File: config.mk
export PLATFORM = sky130hd
export DESIGN_NAME = rfci_queue
export DESIGN_NICKNAME = d
export VERILOG_FILES = /design/src/rtl/rfci_pkg.sv /design/src/rtl/rfci_queue.sv
export SDC_FILE = /design/constraint.sdc
export NUM_CORES = 1
export LEC_CHECK = 0
export ABC_AREA = 1
export BUFFER_PORTS_ARGS = -buffer_cell sky130_fd_sc_hd__buf_2
export CAP_MARGIN = 20
export CORE_MARGIN = 3
export CORE_UTILIZATION = 52
export DETAILED_ROUTE_END_ITERATION = 16
export PLACE_DENSITY = 0.71
export SETUP_SLACK_MARGIN = 0.15
export SLEW_MARGIN = 20
export SYNTH_ARGS = -nofsm -noshare
export SYNTH_HDL_FRONTEND = slang
export SYNTH_SLANG_ARGS = --single-unit
File: constraint.sdc
create_clock -name clk -period 8.45 [get_ports clk]
set_input_delay 1.69 -clock clk [delete_from_list [all_inputs] [get_ports clk]]
set_output_delay 1.69 -clock clk [all_outputs]
set_load 0.02 [all_outputs]
File: src/rtl/rfci_pkg.sv
// Shared types, constants and fixed-point helpers for the finite cylinder intersector.
`default_nettype none
package rfci_pkg;

	localparam int FRAC_BITS_DEF = 16;
	localparam int QW = 32;
	localparam int QDEPTH = 4;

	localparam logic [1:0] ST_OK = 2'd0;
	localparam logic [1:0] ST_NEG = 2'd1;
	localparam logic [1:0] ST_K1Z = 2'd2;

	localparam logic [1:0] REG_CAM_X = 2'd0;
	localparam logic [1:0] REG_CAM_Y = 2'd1;
	localparam logic [1:0] REG_CAM_Z = 2'd2;

	localparam logic signed [63:0] QMAX64 = 64'sd2147483647;
	localparam logic signed [63:0] QMIN64 = -64'sd2147483648;

	typedef struct packed {
		logic signed [31:0] dx;
		logic signed [31:0] dy;
		logic signed [31:0] dz;
		logic signed [31:0] bx;
		logic signed [31:0] by;
		logic signed [31:0] bz;
		logic signed [17:0] nx;
		logic signed [17:0] ny;
		logic signed [17:0] nz;
		logic [14:0] len;
	} geo_t;

	typedef struct packed {
		geo_t geo;
		logic signed [31:0] k1;
		logic signed [31:0] k2;
		logic signed [31:0] disc;
	} job_t;

	function automatic logic signed [31:0] sat64(input logic signed [63:0] v);
		logic signed [31:0] r;
		if (v > QMAX64) begin
			r = 32'sh7FFF_FFFF;
		end else if (v < QMIN64) begin
			r = 32'sh8000_0000;
		end else begin
			r = v[31:0];
		end
		return r;
	endfunction

	function automatic logic signed [31:0] sadd(input logic signed [31:0] a,
		input logic signed [31:0] b);
		logic signed [63:0] s;
		s = 64'(a) + 64'(b);
		return sat64(s);
	endfunction

	function automatic logic signed [31:0] ssub(input logic signed [31:0] a,
		input logic signed [31:0] b);
		logic signed [63:0] s;
		s = 64'(a) - 64'(b);
		return sat64(s);
	endfunction

	function automatic logic signed [31:0] qmul(input logic signed [31:0] a,
		input logic signed [31:0] b, input int frac);
		logic signed [63:0] p;
		p = 64'(a) * 64'(b);
		return sat64(p >>> frac);
	endfunction

	function automatic logic signed [31:0] sx18(input logic signed [17:0] v);
		return {{14{v[17]}}, v};
	endfunction

endpackage
`default_nettype wire

File: src/rtl/rfci_queue.sv
// Short queue of coefficient sets between the front and back pipelines.
`default_nettype none
module rfci_queue (
	input wire logic clk,
	input wire logic arst_n,
	input wire logic push,
	input wire rfci_pkg::job_t wdata,
	input wire logic pop,
	output rfci_pkg::job_t rdata,
	output logic full,
	output logic empty
);

	localparam int AW = $clog2(rfci_pkg::QDEPTH);

	rfci_pkg::job_t mem_q [rfci_pkg::QDEPTH];
	logic [AW-1:0] wr_ptr_q, rd_ptr_q;
	logic [AW:0] count_q;

	always_ff @(posedge clk or negedge arst_n) begin
		if (!arst_n) begin
			wr_ptr_q <= '0;
			rd_ptr_q <= '0;
			count_q <= '0;
		end else begin
			if (push) begin
				wr_ptr_q <= wr_ptr_q + 1'b1;
			end
			if (pop) begin
				rd_ptr_q <= rd_ptr_q + 1'b1;
			end
			if (push && !pop) begin
				count_q <= count_q + 1'b1;
			end else if (pop && !push) begin
				count_q <= count_q - 1'b1;
			end
		end
	end

	always_ff @(posedge clk) begin
		if (push) begin
			mem_q[wr_ptr_q] <= wdata;
		end
	end

	assign rdata = mem_q[rd_ptr_q];
	assign full = (count_q == (AW+1)'(rfci_pkg::QDEPTH));
	assign empty = (count_q == '0);

endmodule
`default_nettype wire

==> impl_metrics.tcl <==
set metrics [dict create \
    status "completed" \
    setup_viol 0 \
    peakVddDrop_mv 0.2756 \
    fill_cells 8412 \
    worstPathRequired_ps 6760 \
    grt_max_degree 243 \
    place_inst 6221 \
    setup_slack_ps 2681 \
    seq_area_um2 43060 \
    ios 720 \
    gp_congestion 0.8086 \
    synth_area_leaders "edfxtp_1 (73%), o211ai_2 (7.1%), nand2_1 (7.0%), o211ai_1 (4.9%), inv_1 (4.7%)" \
    synth-seq-cells 1435 \
    hold_violations 0 \
    syn-cell-area_um2 58490 \
    busiest_layer "met2" \
    p_per_area_nw_per_um2 376.1 \
    drc 0 \
    worstPathMaxFanout 160 \
    ant_nets 0 \
    placeableCoreArea_um2 111100 \
    portBuffers 719 \
    dieArea_um2 116500 \
    postCtsResizedCells 0 \
    grt.overflow.total 0 \
    ff2ff_path_depth 6 \
    hold_ws_ps 526.4 \
    area_growth_pct 15.99 \
    total_power_mw 25.52 \
    clock-root-buffer "clkbuf_16" \
    grtUsageMet3_pct 5.424 \
    row_count 122 \
    critPathArrivalTime_ps 4080 \
    wl_um 128300 \
    r2r-end "mem_q[2][303]" \
    grt_pass1_vias 32140 \
    fin_cells 6534 \
    cts_tree "yes" \
    drtPass1Iterations 5 \
    whs_endpoint "count_q[2]" \
    start_util_pct 52.63 \
    maxCapViolCount 0 \
    clock-sinks 1435 \
    hold_path_class "reg -> reg" \
    initialDrtViolationCount 2551 \
    utilization_pct 61.05 \
    rsz0062_at_grt "false" \
    use_met2_pct 35.33 \
    die_x_um 341.4 \
    nets 5251 \
    place_area_um2 62990 \
    synth_cells 4213 \
    post-dp-hpwl_um 76940 \
    met1_usage_pct 27.85 \
    hold_buffers 0 \
    synth_largest_area_cell "edfxtp_1" \
    reg2reg_from "wr_ptr_q[0]" \
    critPathLaunchType "register" \
    r2r_slack_ps 5390 \
    path_clk_slew_ps 60 \
    clk_latency_ps 740 \
    htreeDepth 4 \
    finalInstanceArea_um2 67840 \
    crit_type "reg -> out" \
    cp_slowest_stage_delay_ps 980 \
    synth_nets 4580 \
    fin_worst_skew_ps 17.86 \
    ys_seq_area_share_pct 73.61 \
    setup_tns_ps 0 \
    cts.path.max_buffers 3 \
    period_needed_ps 5769 \
    power_leakage_nw 27.14 \
    min_from "count_q[2]" \
    synth_cell_types 20 \
    finalCritPeriodShare_pct 68.27 \
    die_h_um 341.4 \
    grt_pass1_wl_um 193000 \
    routedWlPerCell_um 19.63 \
    netlist.area_leader.share_pct 73.32 \
    antenna_found_initial 56 \
    tightest_slew_ps 1264 \
    worstSetupEndpointType "primary output" \
    max_freq_mhz 173.3 \
    multi_input_area_um2 11220 \
    cp_cell_sequence "buf_4, buf_12, o211ai_1, nand2_1, buf_2" \
    maxSlewHeadroom_pct 15.72 \
    critical_path.slowest_cell "dfrtp_4" \
    grt_usage_pct 21.58 \
    ys.warnings.count 0 \
    dp_slack_ps 3459 \
    vias 33780 \
    drt-vias-per-instance 5.169 \
    report.final.slew_viol_count 0 \
    synth_area_per_cell_um2 13.88 \
    postCtsSetupBuffers 0 \
    worstHoldPathCells 2 \
    cts_inserted_buffers 147 \
    drive_gt1_share_pct 26.01 \
]
==> registers in the layout, indices dropped and copies added (netlist names) <==
signal    cells
count_q       3
wr_ptr_q      2
mem_q      1428
rd_ptr_q      2
==> cell type report <==
class,count,share of cell area (%)
diodes,47,0.1734
clock buffers,183,5.872
clock inverters,81,1.024
inverters,726,4.063
multi-input cells,1813,16.54
flip-flops and latches,1435,63.47
well taps,1488,2.744
repair buffers,761,6.104
==> worst max-delay path by stage <==
stage / start / endpoint / slack [ps]
after global placement: rd_ptr_q[1] / rdata[198] / 3500
after CTS: rd_ptr_q[1] / rdata[227] / 2650
after global routing: rd_ptr_q[1] / rdata[169] / 2500
after floorplan: push / mem_q[0][0] / 760
after detailed placement: rd_ptr_q[1] / rdata[227] / 3460
final: rd_ptr_q[1] / rdata[165] / 2680
==> cell usage in the layout (no fill, tap or decap) <==
master      count
xor2_1          3
inv_1         721
inv_16          2
diode_2        47
clkbuf_16     155
buf_2         719
clkinv_1       34
buf_12         15
o21ai_0         1
buf_4          25
nand4_1         1
dfrtp_4         2
bufinv_16       9
nand2_1      1084
nand3_1         1
clkinv_4        3
nor3_1          2
ha_1            5
inv_6           3
buf_16          2
fa_1            1
clkinv_8        3
o211ai_1      384
clkinvlp_4      8
edfxtp_1     1428
xnor2_1         1
dfrtp_1         5
clkbuf_1       28
clkinv_16       1
o211ai_2      330
clkinv_2       23
==> layer usage <==
metal	wire length, µm	vias up	share of wire, %
met4	4798	20	3.7
met5	125	-	0.097
li1	-	16150	-
met3	9735	282	7.6
met2	63050	1013	49
met1	50570	16310	39
==> kinds of logic after synthesis <==
| logic type | synth area share [%] |
|---|---|
| and+or+nand+nor | 6.993 |
| DFF | 73.61 |
| xor gates and xnor gates | 0.05991 |
| adders and majority gates | 0.1412 |
| AOI/OAI and AO/OA | 12.00 |
| buffers and inverters | 7.194 |
==> power breakdown <==
group / total, mW / internal [mW] / switching (mW)
clock network: 6.21 / 3.62 / 2.59
logic: 9.55 / 2.73 / 6.82
registers: 9.76 / 9.32 / 0.436
total: 25.5 / 15.7 / 9.84
==> cell usage after synthesis <==
cell / instances
nor3_1: 2
nand4_1: 1
xor2_1: 3
o21ai_0: 1
clkinv_2: 1
o211ai_2: 330
o211ai_1: 384
buf_2: 92
nand2_1: 1084
nand3_1: 1
edfxtp_1: 1428
dfrtp_1: 7
fa_1: 1
ha_1: 5
clkbuf_4: 5
xnor2_1: 1
buf_4: 34
buf_6: 43
clkbuf_1: 65
inv_1: 725
==> worst max-delay path, delay by kind of cell, from the launching register on <==
| kind | cells | cell delay [ps] |
|---|---|---|
| compound gates | 1 | 230 |
| flops | 1 | 980 |
| buf+inv | 3 | 1510 |
| simple gates | 1 | 140 |
Power figures use the tool's default switching activity.
